$ cat src/mwpt_pkg.sv
// shared types and constants of the multi-wheel period tachometer
// no dependencies
`timescale 1ns / 1ps
package mwpt_pkg;
  localparam int unsigned NumChannels = 4;
  localparam int unsigned WheelW = 2;
  localparam int unsigned QDepth = 2;

  localparam logic [26:0] TickRateRst = 27'd1000000;
  localparam logic [13:0] CircRst = 14'd2000;
  localparam logic [10:0] PprRst = 11'd20;
  localparam logic [31:0] StaleRst = 32'd500000;

  localparam logic [1:0] RegTickRate = 2'd0;
  localparam logic [1:0] RegCirc = 2'd1;
  localparam logic [1:0] RegPpr = 2'd2;
  localparam logic [1:0] RegStale = 2'd3;

  typedef enum logic {
    KIND_PULSE = 1'b0,
    KIND_UPDATE = 1'b1
  } kind_e;

  // queue entry between front and back
  typedef struct packed {
    logic [WheelW-1:0] wheel_id;
    logic [31:0] period;
    logic stale;
    logic last;
  } job_t;

  typedef struct packed {
    logic [WheelW-1:0] wheel_id;
    logic [31:0] period;
    logic [31:0] freq;
    logic [31:0] speed;
    logic [31:0] rpm;
    logic stale;
    logic last;
  } res_t;
endpackage

$ cat src/multi_wheel_period_tachometer_top.sv
// top level of the multi-wheel period tachometer: config registers,
// front, job queue, back; depends on mwpt_pkg and all mwpt_* modules
`timescale 1ns / 1ps
// a pulse transaction updates that wheel's interval and last time; an
// update transaction fans out to four wheel results. each wheel costs a
// multiply plus three 43-step passes of one shared restoring divider; a
// stale or zero-period wheel skips the divider. rates saturate at 32 bits
// and read zero for stale wheels.
module multi_wheel_period_tachometer_top (
  input  logic        clk_i,
  input  logic        rst_ni,
  input  logic        in_valid_i,
  output logic        in_stall_o,
  input  logic        kind_i,
  input  logic [1:0]  wheel_i,
  input  logic [31:0] timestamp_i,
  input  logic        cfg_we_i,
  input  logic [1:0]  cfg_index_i,
  input  logic [31:0] cfg_data_i,
  output logic        out_valid_o,
  input  logic        out_stall_i,
  output logic [1:0]  wheel_id_o,
  output logic [31:0] period_ticks_o,
  output logic [31:0] freq_millihz_o,
  output logic [31:0] speed_mm_per_s_o,
  output logic [31:0] rpm_milli_o,
  output logic        stale_o,
  output logic        last_o
);
  logic [26:0] tick_rate_q;
  logic [13:0] circ_q;
  logic [10:0] ppr_q;
  logic [31:0] stale_limit_q;
  logic fj_valid, fj_stall, bj_valid, bj_stall;
  mwpt_pkg::job_t fj, bj;
  mwpt_pkg::res_t res;

  // configuration registers
  always_ff @(posedge clk_i or negedge rst_ni) begin
    if (!rst_ni) begin
      tick_rate_q <= mwpt_pkg::TickRateRst;
      circ_q <= mwpt_pkg::CircRst;
      ppr_q <= mwpt_pkg::PprRst;
      stale_limit_q <= mwpt_pkg::StaleRst;
    end else if (cfg_we_i) begin
      case (cfg_index_i)
        mwpt_pkg::RegTickRate: tick_rate_q <= cfg_data_i[26:0];
        mwpt_pkg::RegCirc: circ_q <= cfg_data_i[13:0];
        mwpt_pkg::RegPpr: ppr_q <= cfg_data_i[10:0];
        mwpt_pkg::RegStale: stale_limit_q <= cfg_data_i;
        default: begin
        end
      endcase
    end
  end

  mwpt_front u_front (
    .clk_i, .rst_ni,
    .in_valid_i, .in_stall_o,
    .kind_i, .wheel_i, .timestamp_i,
    .stale_limit_i(stale_limit_q),
    .job_valid_o(fj_valid), .job_stall_i(fj_stall), .job_o(fj)
  );

  mwpt_queue u_queue (
    .clk_i, .rst_ni,
    .in_valid_i(fj_valid), .in_stall_o(fj_stall), .in_job_i(fj),
    .out_valid_o(bj_valid), .out_stall_i(bj_stall), .out_job_o(bj)
  );

  mwpt_back u_back (
    .clk_i, .rst_ni,
    .job_valid_i(bj_valid), .job_stall_o(bj_stall), .job_i(bj),
    .tick_rate_i(tick_rate_q), .circ_i(circ_q), .ppr_i(ppr_q),
    .res_valid_o(out_valid_o), .res_stall_i(out_stall_i), .res_o(res)
  );

  assign wheel_id_o = res.wheel_id;
  assign period_ticks_o = res.period;
  assign freq_millihz_o = res.freq;
  assign speed_mm_per_s_o = res.speed;
  assign rpm_milli_o = res.rpm;
  assign stale_o = res.stale;
  assign last_o = res.last;
endmodule

$ cat src/mwpt_front.sv
// front part: pulse bookkeeping, update expansion into one job per wheel
// depends on mwpt_pkg
`timescale 1ns / 1ps
module mwpt_front (
  input  logic                clk_i,
  input  logic                rst_ni,
  input  logic                in_valid_i,
  output logic                in_stall_o,
  input  logic                kind_i,
  input  logic [1:0]          wheel_i,
  input  logic [31:0]         timestamp_i,
  input  logic [31:0]         stale_limit_i,
  output logic                job_valid_o,
  input  logic                job_stall_i,
  output mwpt_pkg::job_t      job_o
);
  logic [31:0] last_q [mwpt_pkg::NumChannels];
  logic [31:0] last_d [mwpt_pkg::NumChannels];
  logic [31:0] per_q  [mwpt_pkg::NumChannels];
  logic [31:0] per_d  [mwpt_pkg::NumChannels];
  logic        busy_q, busy_d;
  logic [1:0]  idx_q, idx_d;
  logic [31:0] now_q, now_d;
  logic [31:0] gap;

  assign in_stall_o = busy_q;
  assign gap = now_q - last_q[idx_q];
  assign job_valid_o = busy_q;
  assign job_o.wheel_id = idx_q;
  assign job_o.period = per_q[idx_q];
  assign job_o.stale = gap > stale_limit_i;
  assign job_o.last = (idx_q == 2'(mwpt_pkg::NumChannels - 1));

  always_comb begin
    busy_d = busy_q;
    idx_d = idx_q;
    now_d = now_q;
    last_d = last_q;
    per_d = per_q;
    if (busy_q && !job_stall_i) begin
      if (job_o.last) begin
        busy_d = 1'b0;
      end else begin
        idx_d = idx_q + 2'd1;
      end
    end
    if (in_valid_i && !busy_q) begin
      if (kind_i == mwpt_pkg::KIND_UPDATE) begin
        busy_d = 1'b1;
        idx_d = '0;
        now_d = timestamp_i;
      end else begin
        per_d[wheel_i] = timestamp_i - last_q[wheel_i];
        last_d[wheel_i] = timestamp_i;
      end
    end
  end

  always_ff @(posedge clk_i or negedge rst_ni) begin
    if (!rst_ni) begin
      busy_q <= 1'b0;
      idx_q <= '0;
      now_q <= '0;
      for (int i = 0; i < mwpt_pkg::NumChannels; i++) begin
        last_q[i] <= '0;
        per_q[i] <= '0;
      end
    end else begin
      busy_q <= busy_d;
      idx_q <= idx_d;
      now_q <= now_d;
      last_q <= last_d;
      per_q <= per_d;
    end
  end
endmodule

$ cat src/mwpt_queue.sv
// two-entry job queue between front and back
// depends on mwpt_pkg
`timescale 1ns / 1ps
module mwpt_queue (
  input  logic           clk_i,
  input  logic           rst_ni,
  input  logic           in_valid_i,
  output logic           in_stall_o,
  input  mwpt_pkg::job_t in_job_i,
  output logic           out_valid_o,
  input  logic           out_stall_i,
  output mwpt_pkg::job_t out_job_o
);
  mwpt_pkg::job_t mem_q [mwpt_pkg::QDepth];
  logic wp_q, rp_q;
  logic [1:0] cnt_q;
  logic push, pop;

  assign in_stall_o = (cnt_q == 2'(mwpt_pkg::QDepth));
  assign out_valid_o = (cnt_q != '0);
  assign out_job_o = mem_q[rp_q];
  assign push = in_valid_i && !in_stall_o;
  assign pop = out_valid_o && !out_stall_i;

  always_ff @(posedge clk_i) begin
    if (push) begin
      mem_q[wp_q] <= in_job_i;
    end
  end

  always_ff @(posedge clk_i or negedge rst_ni) begin
    if (!rst_ni) begin
      wp_q <= 1'b0;
      rp_q <= 1'b0;
      cnt_q <= '0;
    end else begin
      if (push) wp_q <= ~wp_q;
      if (pop) rp_q <= ~rp_q;
      cnt_q <= cnt_q + 2'(push) - 2'(pop);
    end
  end
endmodule

$ cat src/mwpt_back.sv
// back part: multiplies numerators and denominator, runs a shared restoring
// divider three times per non-stale, nonzero-period wheel, holds the result
// depends on mwpt_pkg
`timescale 1ns / 1ps
module mwpt_back (
  input  logic           clk_i,
  input  logic           rst_ni,
  input  logic           job_valid_i,
  output logic           job_stall_o,
  input  mwpt_pkg::job_t job_i,
  input  logic [26:0]    tick_rate_i,
  input  logic [13:0]    circ_i,
  input  logic [10:0]    ppr_i,
  output logic           res_valid_o,
  input  logic           res_stall_i,
  output mwpt_pkg::res_t res_o
);
  typedef enum logic [4:0] {
    ST_IDLE = 5'b00001,
    ST_MUL  = 5'b00010,
    ST_LOAD = 5'b00100,
    ST_DIV  = 5'b01000,
    ST_OUT  = 5'b10000
  } state_e;

  state_e state_q, state_d;
  mwpt_pkg::job_t job_q;
  logic [42:0] den_q;        // period * ppr
  logic [42:0] num_f_q;      // 1000 * rate
  logic [40:0] num_s_q;      // rate * circ
  logic [42:0] num_r_q;      // 60000 * rate
  logic [1:0]  sel_q;        // which quotient
  logic [5:0]  bit_q;
  logic [42:0] rem_q;
  logic [42:0] num_q;
  logic [42:0] quo_q;
  logic [42:0] quo_nx;
  logic [42:0] divisor;
  logic [43:0] trial;
  logic [31:0] sat;
  logic        zero_q;
  logic [31:0] fr_q, sp_q, rp_q;

  assign job_stall_o = (state_q != ST_IDLE);
  assign res_valid_o = (state_q == ST_OUT);
  assign res_o.wheel_id = job_q.wheel_id;
  assign res_o.period = job_q.period;
  assign res_o.freq = fr_q;
  assign res_o.speed = sp_q;
  assign res_o.rpm = rp_q;
  assign res_o.stale = job_q.stale;
  assign res_o.last = job_q.last;

  assign divisor = (sel_q == 2'd0) ? {11'd0, job_q.period} : den_q;
  assign trial = {rem_q, num_q[42]} - {1'b0, divisor};
  assign quo_nx = {quo_q[41:0], ~trial[43]};
  assign sat = (quo_nx[42:32] != '0) ? 32'hFFFF_FFFF : quo_nx[31:0];

  always_comb begin
    state_d = state_q;
    case (state_q)
      ST_IDLE: if (job_valid_i) state_d = ST_MUL;
      ST_MUL:  state_d = zero_q ? ST_OUT : ST_LOAD;
      ST_LOAD: state_d = ST_DIV;
      ST_DIV: begin
        if (bit_q == '0 && sel_q == 2'd2) state_d = ST_OUT;
        else if (bit_q == '0) state_d = ST_LOAD;
      end
      ST_OUT:  if (!res_stall_i) state_d = ST_IDLE;
      default: state_d = ST_IDLE;
    endcase
  end

  always_ff @(posedge clk_i or negedge rst_ni) begin
    if (!rst_ni) begin
      state_q <= ST_IDLE;
    end else begin
      state_q <= state_d;
    end
  end

  always_ff @(posedge clk_i) begin
    case (state_q)
      ST_IDLE: begin
        job_q <= job_i;
        zero_q <= job_i.stale || (job_i.period == '0);
        sel_q <= 2'd0;
        fr_q <= '0;
        sp_q <= '0;
        rp_q <= '0;
      end
      ST_MUL: begin
        den_q <= 43'(job_q.period) * 43'(ppr_i);
        num_f_q <= 43'(tick_rate_i) * 43'd1000;
        num_s_q <= 41'(tick_rate_i) * 41'(circ_i);
        num_r_q <= 43'(tick_rate_i) * 43'd60000;
      end
      ST_LOAD: begin
        rem_q <= '0;
        quo_q <= '0;
        bit_q <= 6'd42;
        case (sel_q)
          2'd0: num_q <= num_f_q;
          2'd1: num_q <= {2'b0, num_s_q};
          default: num_q <= num_r_q;
        endcase
      end
      ST_DIV: begin
        num_q <= {num_q[41:0], 1'b0};
        if (!trial[43]) begin
          rem_q <= trial[42:0];
        end else begin
          rem_q <= {rem_q[41:0], num_q[42]};
        end
        quo_q <= quo_nx;
        bit_q <= bit_q - 6'd1;
        // last step: the finished quotient goes straight to its result
        if (bit_q == '0) begin
          sel_q <= sel_q + 2'd1;
          case (sel_q)
            2'd0: fr_q <= sat;
            2'd1: sp_q <= (den_q == '0) ? '0 : sat;
            default: rp_q <= (den_q == '0) ? '0 : sat;
          endcase
        end
      end
      default: begin
      end
    endcase
  end
endmodule
$ cat config.mk
export PLATFORM = sky130hd
export DESIGN_NAME = multi_wheel_period_tachometer_top
export DESIGN_NICKNAME = d
export VERILOG_FILES = /design/src/mwpt_pkg.sv /design/src/multi_wheel_period_tachometer_top.sv /design/src/mwpt_front.sv /design/src/mwpt_queue.sv /design/src/mwpt_back.sv
export SDC_FILE = /design/constraint.sdc
export NUM_CORES = 2
export LEC_CHECK = 0
export BUFFER_PORTS_ARGS = -buffer_cell sky130_fd_sc_hd__buf_2
export CAP_MARGIN = 5
export CORE_MARGIN = 2
export CORE_UTILIZATION = 60
export DETAILED_ROUTE_END_ITERATION = 12
export PLACE_DENSITY = 0.84
export SYNTH_ARGS = -nofsm -noshare
export SYNTH_HDL_FRONTEND = slang
export SYNTH_SLANG_ARGS = --single-unit
$ cat constraint.sdc
create_clock -name clk_i -period 38.9 [get_ports clk_i]
set_input_delay 0 -clock clk_i [delete_from_list [all_inputs] [get_ports clk_i]]
set_output_delay 0 -clock clk_i [all_outputs]
set_load 0.05 [all_outputs]
==> results.sh <==
export IMPL_status="finished clean"
export IMPL_finalClockSkew_ns=0.0584
export IMPL_drtIter0Drc=4590
export IMPL_cts_reportedPaths_clkPinSlew_ns=0.06
export IMPL_die_w_um=351
export IMPL_synthTopCellsByArea="fa_1 (21%), edfxtp_1 (21%), dfrtp_1 (13%), ha_1 (8.1%), nand2_1 (5.5%)"
export IMPL_hold_path_class="input pin to flop"
export IMPL_slowest_delay_ns=1.05
export IMPL_grt_pass1_wl_um=292000
export IMPL_cts_sinks=880
export IMPL_period_share=0.191
export IMPL_synth_top_family_by_area="adder cells"
export IMPL_period_minus_slack_ns=7.41
export IMPL_drc=0
export IMPL_synthTopCellsByCount="nand2_1 (1053), inv_1 (948), fa_1 (757), edfxtp_1 (496), ha_1 (469)"
export IMPL_synth_xor_area_share=0.0284
export IMPL_cp_slowest_cell="dfrtp_1"
export IMPL_fin_area_um2=78800
export IMPL_synth_cell_types=78
export IMPL_seq_area_frac_synth=0.340
export IMPL_synth_mux_area_frac=0.0710
export IMPL_synth_top_area_share=0.210
export IMPL_maxCapViolCount=0
export IMPL_gp_congestion=0.960
export IMPL_final_nets=8255
export IMPL_io_pins=208
export IMPL_grt_max_degree=84
export IMPL_postRouteAntennaNets=0
export IMPL_grt_use_total=0.301
export IMPL_yosys_area_top_type="fa_1"
export IMPL_cts_tree="done"
export IMPL_async_reset_ff_frac=0.436
export IMPL_crit_family="adder cells"
export IMPL_synth_nets=8117
export IMPL_synthCells=6817
export IMPL_numCtsBuffers=93
export IMPL_place_hpwl_um=130000
export IMPL_post_drt_wl_per_cell_um=20.7
export IMPL_drive_gt1_frac=0.117
export IMPL_tightest_slew_ns=1.31
export IMPL_worstPathArrival_ns=7.86
export IMPL_wl_um=180000
export IMPL_insertion_delay_ns=0.73
export IMPL_worstSetupEndpointType="flop"
export IMPL_grt_overflow_total=0
export IMPL_startpoint_type="flop"
export IMPL_synth_compound_area_frac=0.0820
export IMPL_crit_chain="nand2_1, fa_1, fa_1, inv_1, fa_1, fa_1, fa_1, inv_1, fa_1, inv_1, ha_1, a211oi_1, nor2_1, o41ai_1, o31ai_1, o31a_1, a21o_1, a311oi_1, o21ai_1, a41oi_1, xnor2_1"
export IMPL_report_final_setup_viol=0
export IMPL_synth_ff_type="edfxtp_1"
export IMPL_fillers=8672
export IMPL_clock_tree_root_cell="clkbuf_16"
export IMPL_synth_edf_count=496
export IMPL_vias=51300
export IMPL_hold_viol_final=0
export IMPL_crit_top_cell="fa_1"
export IMPL_fmax_mhz=135
export IMPL_grt_pass1_vias=54600
export IMPL_slew_limit_headroom=0.128
export IMPL_rows=127
export IMPL_yosys_warnings=0
export IMPL_syn_area_um2=72200
export IMPL_start_util=0.604
export IMPL_crit_required_ns=39.34
export IMPL_synthSimpleGateAreaFrac=0.123
export IMPL_dieArea_um2=123000
export IMPL_vias_per_cell=5.93
export IMPL_syn_area_per_cell_um2=10.6
export IMPL_antenna_found_initial=16
export IMPL_die_y_um=351
export IMPL_synthAdderAreaFrac=0.291
export IMPL_fin_util=0.659
export IMPL_place_area_um2=74700
export IMPL_dr_pass1_iters=5
export IMPL_synth_seq_cells=880
export IMPL_maxSlewViolCount=0
export IMPL_crit_buf_inv=3
export IMPL_clock_path_buffers=3
export IMPL_rsz0062_at_grt="no"
export IMPL_core_area_um2=120000
export IMPL_setup_tns_ns=0
export IMPL_ctsHtreeMaxLevel=3
export IMPL_area_growth_pct=9.12
export IMPL_numPortBuffers=207
export IMPL_critPathKind="flop to flop"
export IMPL_cp_max_fo=28
export IMPL_yosysMostFrequentCell="nand2_1"
==> per-stage QoR <==
stage                     worst slack (ns)  hold WS [ns]  cells
final                                31.49        0.0500   8655
after global routing                 30.99        0.0551   8649
after CTS                            31.57       0.00571   8645
after detailed placement             31.58        0.0742   8396
after global placement               31.71        0.0620   8396
after floorplan                      22.29        -0.296   6817
==> logic make-up after synthesis <==
logic type               count (synthesis)
AND/OR/NAND/NOR                       1920
buffers and inverters                 1251
adder cells (fa/ha/maj)               1226
AO/OA/AOI/OAI                          943
flip-flops                             880
multiplexers                           363
XOR/XNOR                               234
==> worst paths after layout <==
kind                                        start  slack, ns  depth (start not counted)                 end
worst max-delay path                    circ_q[5]      31.49                         21  u_back.num_s_q[38]
worst min-delay path               cfg_data_i[30]       0.05                          3   stale_limit_q[30]
worst max register to register          circ_q[5]      31.49                         21  u_back.num_s_q[38]
worst min register to register  u_front.per_q[54]       0.48                          2   u_front.per_q[54]
max in group asynchronous                  rst_ni      36.47                          5   u_front.last_q[0]
min in group asynchronous                  rst_ni       0.36                          3   u_back.state_q[1]
==> state kept, by name (all words and copies together) (netlist names), 37 cells and up <==
| signal | count |
|---|---|
| u_back.den_q | 43 |
| u_back.num_q | 43 |
| u_back.num_r_q | 37 |
| u_back.num_s_q | 41 |
| u_back.quo_q | 42 |
| u_back.rem_q | 43 |
| u_front.last_q | 128 |
| u_front.per_q | 128 |
| u_queue.mem_q | 72 |
==> layout by cell type (no fill, tap or decap), types with 13 or more instances in the layout <==
| cell type | netlist | routed |
|---|---|---|
| inv_1 | 948 | 948 |
| and3_1 | 23 | 22 |
| a22oi_1 | 35 | 35 |
| o21bai_1 | 41 | 41 |
| nor3_1 | 34 | 32 |
| nor2_1 | 180 | 178 |
| a211oi_1 | 20 | 20 |
| o21ai_0 | 180 | 180 |
| dfrtp_1 | 361 | 359 |
| o21ai_1 | 13 | 13 |
| mux2i_1 | 33 | 33 |
| clkinv_2 | 0 | 14 |
| fa_1 | 757 | 757 |
| edfxtp_1 | 496 | 496 |
| nand2_1 | 1053 | 1051 |
| buf_2 | 2 | 206 |
| and2_1 | 342 | 341 |
| nand4_1 | 43 | 43 |
| xnor2_1 | 156 | 156 |
| nand2b_1 | 48 | 48 |
| dfstp_2 | 23 | 23 |
| buf_4 | 0 | 63 |
| clkbuf_1 | 280 | 14 |
| a21o_1 | 138 | 138 |
| a31oi_1 | 56 | 56 |
| nand3_1 | 78 | 78 |
| nor2b_1 | 40 | 39 |
| mux4_2 | 96 | 96 |
| mux2_2 | 234 | 234 |
| o21a_1 | 48 | 48 |
| nor4_1 | 30 | 30 |
| clkbuf_16 | 0 | 93 |
| ha_1 | 469 | 468 |
| dlygate4sd3_1 | 0 | 75 |
| xor2_1 | 78 | 78 |
| a21oi_1 | 292 | 290 |
==> worst min-delay path: stages <==
cell	delay, ns
dlygate4sd3_1	0.51
buf_2	0.09
mux2_2	0.13
==> per-layer routing <==
| metal | vias to the layer above | share of wire | GRT usage |
|---|---|---|---|
| met3 | 427 | 0.083 | 0.0603 |
| met2 | 2170 | 0.48 | 0.496 |
| met5 | - | 0.00030 | 0 |
| met4 | 8 | 0.039 | 0.116 |
| met1 | 25900 | 0.40 | 0.394 |
| li1 | 22800 | - | - |
==> timing repair <==
| item | 4_1_cts | 5_1_grt |
|---|---|---|
| hold buffers | 76 | 0 |
| resized for setup | 0 | 0 |
| hold endpoints to repair | 375 | 0 |
| buffers inserted | 0 | 0 |
==> final cells by class <==
type                       count  area [um2]  share of cell area
timing repair buffer         346        2300              0.0292
antenna                       10        25.0            0.000318
tap                         1612        2020              0.0256
clock inverter                54         731             0.00927
inverter                     948        3560              0.0452
clock buffer                 119        2540              0.0323
sequential                   880       24500               0.311
multi-input combinational   4686       43100               0.547
Power is left out: the tool's default activity adds up to more than one toggle a clock period on the data nets, which glitch-free logic cannot reach.
